==> src/h263sc_pkg.sv <==
// ----------------------------------------------------------------------------
// h263sc_pkg: shared types and constants of the start code packet splitter
// byte word, result word, event record and status codes
// ----------------------------------------------------------------------------
`timescale 1ns / 1ps

package h263sc_pkg;

	localparam logic [15:0] MIN_PACKET   = 16'd4;
	localparam logic [15:0] MAX_RESET    = 16'd1400;
	localparam logic [7:0]  CODE_BIT     = 8'h80;
	localparam logic [7:0]  PIC_MASK     = 8'hFC;
	localparam logic [15:0] PREV_RESET   = 16'hFFFF;

	localparam logic [1:0]  ST_OK        = 2'd0;
	localparam logic [1:0]  ST_NO_CODE   = 2'd1;
	localparam logic [1:0]  ST_NO_PIC    = 2'd2;

	localparam int          QUEUE_DEPTH  = 4;
	localparam int          QUEUE_AW     = $clog2(QUEUE_DEPTH);
	localparam int          QUEUE_CW     = $clog2(QUEUE_DEPTH + 1);

	typedef struct packed {
		logic [7:0] data_byte;
		logic       end_of_frame;
	} item_t;

	typedef struct packed {
		logic [15:0] packet_length;
		logic        last_packet;
		logic [1:0]  status;
	} result_t;

	// what one byte produced: an optional cut and an optional frame-end word
	typedef struct packed {
		logic        cut_v;
		logic [15:0] cut_len;
		logic        fin_v;
		logic [15:0] fin_len;
		logic [1:0]  fin_status;
	} event_t;

endpackage

==> src/h263sc_front.sv <==
// ----------------------------------------------------------------------------
// h263sc_front: byte classifier
// scans for start codes, tracks the packet and pushes cut/frame-end events
// ----------------------------------------------------------------------------
`timescale 1ns / 1ps

module h263sc_front import h263sc_pkg::*; (
	input  logic        clk,
	input  logic        arst_n,
	input  logic        cfg_wr_en,
	input  logic [15:0] cfg_wr_data,
	input  logic        item_valid,
	output logic        item_ready,
	input  item_t       item,
	input  logic        q_full,
	output logic        push,
	output event_t      push_ev
);

	logic [15:0] max_size_q;
	logic [15:0] bytes_q;
	logic [15:0] code_off_q;
	logic [15:0] prev_q;
	logic        pic_seen_q;
	logic        failed_q;

	logic [15:0] max_eff;
	logic        code;
	logic        pic2;
	logic [15:0] off_upd;
	logic        cut_due;
	logic        emit1;
	logic [15:0] p2;
	logic [15:0] off2;
	logic        failed2;
	logic [15:0] bytes2;
	logic        emit2;
	logic [15:0] bytes3;
	logic        failed3;
	logic        accept;

	assign item_ready = !q_full;
	assign accept     = item_valid && item_ready;

	always_comb begin
		max_eff = (max_size_q < MIN_PACKET) ? MIN_PACKET : max_size_q;
		code    = (prev_q == 16'd0) && (item.data_byte >= CODE_BIT);
		pic2    = pic_seen_q || (code && ((item.data_byte & PIC_MASK) == CODE_BIT));

		// latest start code in the window of the current packet
		off_upd = code_off_q;
		if (!failed_q && code && (bytes_q >= 16'd3) &&
				((bytes_q - 16'd2) <= (max_eff - 16'd2))) begin
			off_upd = bytes_q - 16'd2;
		end

		cut_due = !failed_q && (bytes_q >= max_eff);
		emit1   = cut_due && (off_upd != 16'd0);
		p2      = emit1 ? (bytes_q - off_upd) : bytes_q;
		off2    = emit1 ? 16'd0 : off_upd;
		failed2 = failed_q || (cut_due && !emit1);
		bytes2  = failed2 ? bytes_q : (p2 + 16'd1);

		// frame end with a full packet: one more cut attempt
		emit2   = item.end_of_frame && !failed2 && (bytes2 >= max_eff) && (off2 != 16'd0);
		bytes3  = emit2 ? (bytes2 - off2) : bytes2;
		failed3 = failed2 || (item.end_of_frame && !failed2 && (bytes3 >= max_eff));

		push_ev.cut_v      = emit1 || emit2;
		push_ev.cut_len    = emit1 ? off_upd : off2;
		push_ev.fin_v      = item.end_of_frame;
		push_ev.fin_len    = failed3 ? 16'd0 : bytes3;
		push_ev.fin_status = !pic2 ? ST_NO_PIC : (failed3 ? ST_NO_CODE : ST_OK);
	end

	assign push = accept && (push_ev.cut_v || push_ev.fin_v);

	always_ff @(posedge clk or negedge arst_n) begin
		if (!arst_n) begin
			max_size_q <= MAX_RESET;
		end else if (cfg_wr_en) begin
			max_size_q <= cfg_wr_data;
		end
	end

	always_ff @(posedge clk or negedge arst_n) begin
		if (!arst_n) begin
			bytes_q    <= '0;
			code_off_q <= '0;
			prev_q     <= PREV_RESET;
			pic_seen_q <= 1'b0;
			failed_q   <= 1'b0;
		end else if (accept) begin
			if (item.end_of_frame) begin
				bytes_q    <= '0;
				code_off_q <= '0;
				prev_q     <= PREV_RESET;
				pic_seen_q <= 1'b0;
				failed_q   <= 1'b0;
			end else begin
				bytes_q    <= bytes2;
				code_off_q <= off2;
				prev_q     <= {prev_q[7:0], item.data_byte};
				pic_seen_q <= pic2;
				failed_q   <= failed2;
			end
		end
	end

endmodule

==> src/h263sc_queue.sv <==
// ----------------------------------------------------------------------------
// h263sc_queue: event queue
// small fifo between the classifier and the result serializer
// ----------------------------------------------------------------------------
`timescale 1ns / 1ps

module h263sc_queue import h263sc_pkg::*; (
	input  logic   clk,
	input  logic   arst_n,
	input  logic   push,
	input  event_t push_ev,
	input  logic   pop,
	output logic   full,
	output logic   not_empty,
	output event_t head
);

	event_t               slots_q [QUEUE_DEPTH];
	logic [QUEUE_AW-1:0]  wr_ptr_q;
	logic [QUEUE_AW-1:0]  rd_ptr_q;
	logic [QUEUE_CW-1:0]  count_q;
	logic                 do_pop;

	assign full      = (count_q == QUEUE_CW'(QUEUE_DEPTH));
	assign not_empty = (count_q != '0);
	assign head      = slots_q[rd_ptr_q];
	assign do_pop    = pop && not_empty;

	always_ff @(posedge clk) begin
		if (push) begin
			slots_q[wr_ptr_q] <= push_ev;
		end
	end

	always_ff @(posedge clk or negedge arst_n) begin
		if (!arst_n) begin
			wr_ptr_q <= '0;
			rd_ptr_q <= '0;
			count_q  <= '0;
		end else begin
			if (push) begin
				wr_ptr_q <= wr_ptr_q + 1'b1;
			end
			if (do_pop) begin
				rd_ptr_q <= rd_ptr_q + 1'b1;
			end
			case ({push, do_pop})
				2'b10:   count_q <= count_q + 1'b1;
				2'b01:   count_q <= count_q - 1'b1;
				default: count_q <= count_q;
			endcase
		end
	end

endmodule

==> src/h263sc_back.sv <==
// ----------------------------------------------------------------------------
// h263sc_back: result serializer
// turns each event into one or two result words behind an output register
// ----------------------------------------------------------------------------
`timescale 1ns / 1ps

module h263sc_back import h263sc_pkg::*; (
	input  logic    clk,
	input  logic    arst_n,
	input  logic    ev_avail,
	input  event_t  ev,
	output logic    pop,
	output logic    result_valid,
	input  logic    result_ready,
	output result_t result
);

	logic    out_valid_q;
	result_t out_word_q;
	logic    hold_valid_q;
	result_t hold_word_q;
	logic    load;
	result_t cut_word;
	result_t fin_word;

	assign result_valid = out_valid_q;
	assign result       = out_word_q;
	assign load         = !out_valid_q || result_ready;
	assign pop          = load && !hold_valid_q && ev_avail;

	always_comb begin
		cut_word.packet_length = ev.cut_len;
		cut_word.last_packet   = 1'b0;
		cut_word.status        = ST_OK;
		fin_word.packet_length = ev.fin_len;
		fin_word.last_packet   = 1'b1;
		fin_word.status        = ev.fin_status;
	end

	always_ff @(posedge clk) begin
		if (load) begin
			if (hold_valid_q) begin
				out_word_q <= hold_word_q;
			end else if (ev.cut_v) begin
				out_word_q <= cut_word;
			end else begin
				out_word_q <= fin_word;
			end
		end
		if (pop && ev.cut_v && ev.fin_v) begin
			hold_word_q <= fin_word;
		end
	end

	always_ff @(posedge clk or negedge arst_n) begin
		if (!arst_n) begin
			out_valid_q  <= 1'b0;
			hold_valid_q <= 1'b0;
		end else if (load) begin
			out_valid_q  <= hold_valid_q || ev_avail;
			hold_valid_q <= pop && ev.cut_v && ev.fin_v;
		end
	end

endmodule

==> src/h263_start_code_packet_splitter_top.sv <==
// ----------------------------------------------------------------------------
// h263_start_code_packet_splitter_top: start code packet splitter
// cuts a coded video frame into packets at start code boundaries
// ----------------------------------------------------------------------------
// usage
//   item channel (item_valid/item_ready/item): one frame byte per word, with
//   end_of_frame set on the frame's last byte
//   result channel (result_valid/result_ready/result): one word per closed
//   packet (length, last-packet mark, status); the frame-end word carries
//   last_packet = 1 and the frame status
//   cfg_wr_en/cfg_wr_data: writes max_packet_size, taken at once; write it
//   only while no byte is in flight
// timing
//   one byte accepted every cycle while the queue has room; a byte's event
//   is registered in the event queue and then in the output register, which
//   raises result_valid; a byte that yields two words sends its cut word,
//   then its frame-end word from a hold register; the rate is set by the
//   combinational classifier; a four-entry event queue precedes the output register
// stalls and reset
//   a stalled receiver fills the event queue, after which item_ready drops
//   for every byte until an entry frees up
//   reset empties the queue and output, clears frame state and loads 1400
//   as the maximum packet size
// ----------------------------------------------------------------------------
`timescale 1ns / 1ps

module h263_start_code_packet_splitter_top import h263sc_pkg::*; (
	input  logic        clk,
	input  logic        arst_n,
	input  logic        cfg_wr_en,
	input  logic [15:0] cfg_wr_data,
	input  logic        item_valid,
	output logic        item_ready,
	input  item_t       item,
	output logic        result_valid,
	input  logic        result_ready,
	output result_t     result
);

	// classifier to queue
	logic   push;
	event_t push_ev;
	logic   q_full;

	// queue to serializer
	logic   q_not_empty;
	logic   q_pop;
	event_t q_head;

	// front: start code scan, packet tracking, cut decisions
	h263sc_front u_front (
		.clk         (clk),
		.arst_n      (arst_n),
		.cfg_wr_en   (cfg_wr_en),
		.cfg_wr_data (cfg_wr_data),
		.item_valid  (item_valid),
		.item_ready  (item_ready),
		.item        (item),
		.q_full      (q_full),
		.push        (push),
		.push_ev     (push_ev)
	);

	// decoupling queue of per-byte events
	h263sc_queue u_queue (
		.clk       (clk),
		.arst_n    (arst_n),
		.push      (push),
		.push_ev   (push_ev),
		.pop       (q_pop),
		.full      (q_full),
		.not_empty (q_not_empty),
		.head      (q_head)
	);

	// back: one result word per cycle into the output register while the receiver is ready
	h263sc_back u_back (
		.clk          (clk),
		.arst_n       (arst_n),
		.ev_avail     (q_not_empty),
		.ev           (q_head),
		.pop          (q_pop),
		.result_valid (result_valid),
		.result_ready (result_ready),
		.result       (result)
	);

endmodule

==> config.mk <==
export PLATFORM = sky130hd
export DESIGN_NAME = h263_start_code_packet_splitter_top
export DESIGN_NICKNAME = d
export VERILOG_FILES = /design/src/h263sc_pkg.sv /design/src/h263sc_front.sv /design/src/h263sc_queue.sv /design/src/h263sc_back.sv /design/src/h263_start_code_packet_splitter_top.sv
export SDC_FILE = /design/constraint.sdc
export NUM_CORES = 1
export LEC_CHECK = 0
export BUFFER_PORTS_ARGS = -buffer_cell sky130_fd_sc_hd__clkbuf_2
export CAP_MARGIN = 5
export CORE_MARGIN = 5
export CORE_UTILIZATION = 45
export DETAILED_ROUTE_END_ITERATION = 12
export GPL_ROUTABILITY_DRIVEN = 1
export PLACE_DENSITY = 0.6
export SLEW_MARGIN = 20
export SYNTH_ARGS = -nofsm -noshare
export SYNTH_HDL_FRONTEND = slang
export SYNTH_SLANG_ARGS = --single-unit
==> constraint.sdc <==
create_clock -name clk -period 19.6 [get_ports clk]
set_clock_uncertainty 0.1 [all_clocks]
set_input_delay 2.94 -clock clk [delete_from_list [all_inputs] [get_ports clk]]
set_output_delay 2.94 -clock clk [all_outputs]
set_load 0.01 [all_outputs]
==> flow_summary.ini, run 1 <==
[grt]
antenna_found_initial = 0
grt_pass1_wl_um = 62000
grt_overflow_total = 0
grt.total_usage = 0.218
grt_pass1_vias = 10487
grt_max_degree = 52

[die]
ios = 51
start_util = 0.456
num_rows = 66
die_y_um = 192
die_w_um = 192
core_sq_mm = 0.0326
die_area_sq_mm = 0.0368

[timing]
post-route-period-util = 0.716
setup_viol = 0
finalHoldViolations = 0
slew_viol_final = 0
fin_setup_tns_ns = 0
timing.hold.ws_ns = 0.353
fmaxAchievable_ghz = 0.0713
rsz0062_at_grt = false
tightest_slew_ns = 1.10
period_needed_ns = 14.03
relSlewSlack = 0.261

[critical_path]
crit_type = reg2reg
r2r_slack_ns = 5.57
crit_path_end_kind = flip-flop
startpoint_type = flip-flop
path_common_cell = a21o_1
reg2regPathDepth = 53
slowest_stage = o21ai_0
max_stage_delay_ns = 0.76
worstPathArrival_ns = 14.23
worstPathMaxFanout = 14
cp.required_ns = 19.79

[finish]
final_cells = 1836
areaGrowthSynthToFinish_pct = 11.0
nNetsFinal = 1503
fillers = 2926
final_layout_size_suffix_gt1_frac = 0.162

[place]
dp.cells = 1783
dpl.hpwl_um = 28900
portBuffers = 50
gp_congestion = 0.901

[cts]
cts_tree = built
cts.clk_slew.worst_paths_ns = 0.06
htreeDepth = 1
clk_path_buf_depth = 3
ctsResizeCount = 0
cts.sinks = 256
hold_buffers = 0
clk_latency_ns = 0.54
root_buffer = clkbuf_16
cts_setup_buffers = 0
numCtsBuffers = 28

[worst_hold_path]
hold_path.class = reg2reg
hold_depth = 2

[logic_synthesis]
synth_flop_cell = edfxtp_1
synth-edff-count = 181
ys_ff_latch = 256
avgSynthCellArea_sq_um = 11.2
syn_area_sq_mm = 0.0149
syn_inst = 1325
synthArstFlopShare = 0.293
ys_types = 84
synthesis.nets = 1457
yosysWarnings = 0
synth_seq_area_share = 0.493

[routing]
drt-initial-drc-count = 636
antenna_left = 0
routed_wl_um = 40200
detail_route.wl_per_cell_um = 21.9
drc = 0
first_pass_iters = 5
vias = 10713
viasPerCell = 5.83

[pwr]
power_density_mw_per_mm2 = 119
p_leak_nw = 6.65
max-vdd-ir-drop_uv = 89.6

[job]
max-cap-violations = 0

[status]
status = complete, no violations
layout by cell type (no fill, tap or decap), types with 22 or more instances in the layout:
| cell type | synthesis | routed |
|---|---|---|
| dfrtp_1 | 53 | 52 |
| mux4_2 | 36 | 36 |
| a21oi_1 | 57 | 57 |
| ha_1 | 99 | 99 |
| o21ai_0 | 87 | 86 |
| nor2_1 | 71 | 70 |
| clkbuf_16 | 0 | 29 |
| nand3_1 | 23 | 23 |
| xnor2_1 | 42 | 42 |
| nor3_1 | 27 | 27 |
| dfstp_2 | 22 | 22 |
| a21o_1 | 36 | 36 |
| buf_4 | 0 | 27 |
| inv_1 | 66 | 66 |
| clkbuf_2 | 0 | 49 |
| mux2i_1 | 27 | 27 |
| nand2_1 | 165 | 165 |
| edfxtp_1 | 181 | 181 |
worst max-delay path: cells and delay by family, from the launching register on:
kind	cells	cell delay (ns)
flops	1	0.40
simple gates	13	3.19
xor+xnor	1	0.19
buf+inv	4	0.65
fa+ha+maj	5	1.59
compound gates	29	7.21
mux	1	0.38
registers in the layout, indices dropped and copies added (netlist names):
| signal | count |
|---|---|
| u_back.hold_word_q | 18 |
| u_front.failed_q | 1 |
| u_front.code_off_q | 16 |
| u_front.max_size_q | 16 |
| u_back.result | 19 |
| u_queue.wr_ptr_q | 2 |
| u_queue.count_q | 3 |
| u_back.hold_valid_q | 1 |
| u_queue.slots_q | 144 |
| u_front.pic_seen_q | 1 |
| u_front.bytes_q | 16 |
| u_front.prev_q | 16 |
| u_queue.rd_ptr_q | 2 |
| u_back.result_valid | 1 |
path summary, 6_finish.rpt:
kind                                                    start                                end
max                        u_front.max_size_q[12]$_DFFE_PN0P_    u_queue.slots_q[2][9]$_DFFE_PP_
max in group asynchronous                              arst_n  u_front.max_size_q[2]$_DFFE_PN0P_
min                             u_front.prev_q[9]$_DFFE_PN1P_      u_front.prev_q[9]$_DFFE_PN1P_
max reg2reg                u_front.max_size_q[12]$_DFFE_PN0P_    u_queue.slots_q[2][9]$_DFFE_PP_
min in group asynchronous                              arst_n     u_queue.count_q[0]$_DFFE_PN0P_
min reg2reg                     u_front.prev_q[9]$_DFFE_PN1P_      u_front.prev_q[9]$_DFFE_PN1P_
cell type report:
cell class	count	area, sq um	area share
inverter	66	248	0.0150
clock inverter	18	110	0.00666
multi-input combinational	943	7060	0.427
timing repair buffer	76	448	0.0271
sequential	256	7340	0.444
clock buffer	34	764	0.0463
tap	442	553	0.0335
antenna	1	2.50	0.000151
stage by stage:
step	worst slack [ns]	total power, mW	instance area [sq um]	utilization
floorplan	7.11	1.27	14900	-
global placement	5.94	1.48	15600	0.480
detailed placement	5.77	1.49	15600	0.480
CTS	5.84	1.99	16500	0.506
global route	4.53	2.09	16500	0.506
finish	5.57	1.97	16500	0.507
synth_stat cells (all sizes together) (17+ instances only):
library cell | instances | share of area
nor2 | 71 | 0.018
o21ai | 91 | 0.031
nor3 | 29 | 0.011
nand3 | 23 | 0.0077
a21o | 36 | 0.018
inv | 66 | 0.017
nand2 | 165 | 0.042
and2 | 23 | 0.0097
nand4 | 17 | 0.0071
buf | 20 | 0.0063
xnor2 | 42 | 0.025
xor2 | 19 | 0.011
mux2i | 27 | 0.018
ha | 99 | 0.083
a21oi | 59 | 0.021
dfrtp | 53 | 0.089
a22o | 21 | 0.012
nor4 | 20 | 0.0098
clkbuf | 40 | 0.010
edfxtp | 181 | 0.37
mux4 | 36 | 0.054
dfstp | 22 | 0.039
cell families after synthesis:
kind of cell,count (synthesis),share of synthesized area
simple gates,407,0.135
flops,256,0.493
fa+ha+maj,102,0.0873
mux,76,0.0827
buf+inv,126,0.0330
xor+xnor,62,0.0374
compound gates,296,0.132
routing by layer:
layer	track usage	vias to the layer above	share of wire
li1	-	5045	-
met1	0.304	5234	0.44
met2	0.352	356	0.46
met3	0.0311	78	0.059
met4	0.0779	0	0.037
met5	0	-	0
power breakdown:
part	switching, mW	total [mW]	internal, mW
clock	0.217	0.496	0.279
combinational	0.429	0.725	0.296
sequential	0.0392	0.750	0.711
total	0.685	1.97	1.29
No activity file was read; power rests on OpenSTA's default activity.
==> run 2: changes to the inputs <==
clock period = 14.4 ns   (was 19.6 ns; I/O delays follow)
==> run 2 against run 1 <==
Net effect: count of clock-buffer cells in the layout up 1; final cell count grew 0.44%; routed wire length down 0.51%; critical endpoint is now u_queue.slots_q[2][0]$_DFFE_PP_; first-iteration DRC count up 31%; die area unchanged; power grew 35%; non-clock buffer count rose by 12; utilization rose by 0.26 points; maximum frequency is 4.8% higher; via count is 0.77% lower; register-to-register slack worse by 4.6 ns.
==> flow_summary.ini, run 2 (synthesis gave the netlist of run 1 again) <==
[finish]
final_common_cell = edfxtp_1
regMostFlops = u_queue.slots_q
final_cell_area_sq_mm = 0.0166
areaGrowthSynthToFinish_pct = 11.6
final_layout_size_suffix_gt1_frac = 0.165
num_antenna_cells = 0
fillers = 2939
final_cell_mix = edfxtp_1, nand2_1, ha_1, o21ai_0, nor2_1
largest_reg_flops = 144
nNetsFinal = 1514

[place]
gp_congestion = 0.944
portBuffers = 50
dpl.hpwl_um = 29200
place_area_sq_mm = 0.0157

[critical_path]
slowest_stage = a221oi_1
cp.required_ns = 14.51
reg2reg_to = u_queue.slots_q[2][0]$_DFFE_PP_
r2r_slack_ns = 1.01
crit_type = reg2reg
startpoint_type = flip-flop
crit_path_end_kind = flip-flop
worstPathMaxFanout = 13
worstPathArrival_ns = 13.50
max_stage_delay_ns = 0.45
timing.rr.start = u_front.max_size_q[6]$_DFFE_PN1P_
path_common_cell = a21o_1
reg2regPathDepth = 57

[timing]
period_needed_ns = 13.39
finalHoldViolations = 0
setup_viol = 0
rsz0062_at_grt = false
relSlewSlack = 0.248
fmaxAchievable_ghz = 0.0747
post-route-period-util = 0.930
fin_setup_tns_ns = 0
slew_viol_final = 0
tightest_slew_ns = 1.13

[cts]
root_buffer = clkbuf_16
clk_latency_ns = 0.53
cts_tree = built
cts.clk_slew.worst_paths_ns = 0.06
htreeDepth = 1
cts.sinks = 256
ctsResizeCount = 0
hold_buffers = 0
clk_path_buf_depth = 3
numCtsBuffers = 27
cts_setup_buffers = 0

[die]
die_area_sq_mm = 0.0368
core_sq_mm = 0.0326
die_w_um = 192
die_y_um = 192
start_util = 0.456
num_rows = 66
ios = 51

[grt]
grt_pass1_wl_um = 62400
grt.total_usage = 0.219
grt_max_degree = 72
grt_overflow_total = 0
grt_pass1_vias = 10547
antenna_found_initial = 1

[routing]
drt-initial-drc-count = 834
drc = 0
antenna_left = 0
detail_route.wl_per_cell_um = 21.7
routed_wl_um = 40000
viasPerCell = 5.77
vias = 10631
first_pass_iters = 5

[pwr]
max-vdd-ir-drop_uv = 86.9
power.total_mw = 2.67
p_leak_nw = 6.69
power_density_mw_per_mm2 = 161

[worst_hold_path]
hold_path.class = reg2reg
min_from = u_front.prev_q[11]$_DFFE_PN1P_
hold_depth = 2
hold_end = u_front.prev_q[11]$_DFFE_PN1P_

[status]
status = complete, no violations

[job]
max-cap-violations = 0
-- run 2: cell types whose count changed in the layout (fill, tap and decap cells not counted), moves of 2 or more --
cell and change:
inv_6 -3, bufinv_16 +2, clkinv_2 -4, clkbuf_1 +4
buf_4 +11, clkbuf_16 -2
-- run 2: layout make-up --
type / instances / area, sq um / share of cell area
clock buffers: 35 / 716 / 0.0431
repair buffers: 88 / 558 / 0.0336
flip-flops and latches: 256 / 7340 / 0.442
clock inverters: 14 / 133 / 0.00799
well taps: 442 / 553 / 0.0333
multi-input cells: 943 / 7060 / 0.425
inverters: 66 / 248 / 0.0149
-- run 2: power breakdown --
group | total [mW] | switching [mW] | internal, mW
Combinational | 0.981 | 0.581 | 0.399
Clock | 0.665 | 0.278 | 0.387
Sequential | 1.02 | 0.0529 | 0.969
-- run 2: how the worst max path moves through the flow --
stage                                           start                          endpoint  slack (ns)  cells after the start
floorplan           u_front.max_size_q[4]$_DFFE_PN1P_   u_queue.slots_q[0][0]$_DFFE_PP_        2.60                     55
global placement    u_front.max_size_q[5]$_DFFE_PN1P_   u_queue.slots_q[0][9]$_DFFE_PP_        1.31                     54
detailed placement  u_front.max_size_q[7]$_DFFE_PN0P_   u_queue.slots_q[0][9]$_DFFE_PP_        1.06                     54
CTS                 u_front.max_size_q[7]$_DFFE_PN0P_   u_queue.slots_q[0][9]$_DFFE_PP_        0.93                     54
global route        u_front.max_size_q[6]$_DFFE_PN1P_  u_queue.slots_q[0][12]$_DFFE_PP_       0.001                     57
finish              u_front.max_size_q[6]$_DFFE_PN1P_   u_queue.slots_q[2][0]$_DFFE_PP_        1.01                     57
-- run 2: critical path, delay by kind of cell (launching register included) --
kind / cells / cell delay, ns
adders and majority gates: 5 / 1.45
xor gates and xnor gates: 3 / 0.53
muxes: 2 / 0.68
and+or+nand+nor: 14 / 2.84
buffers and inverters: 5 / 1.12
DFF: 1 / 0.38
AOI/OAI and AO/OA: 28 / 5.91
-- run 2: layer usage --
metal | GRT usage | wire length, um
met1 | 0.307 | 17900
met2 | 0.363 | 19000
met3 | 0.0244 | 2120
met4 | 0.0580 | 1020
met5 | 0 | 7
-- run 2: per-stage QoR --
stage | instances | util | hold WS [ns] | setup WS (ns)
floorplan | 1325 | - | 0.335 | 2.60
CTS | 1843 | 0.508 | 0.355 | 0.926
global route | 1844 | 0.509 | 0.372 | 0.00136
global placement | 1794 | 0.482 | 0.342 | 1.31
detailed placement | 1794 | 0.482 | 0.345 | 1.06
finish | 1844 | 0.509 | 0.353 | 1.01
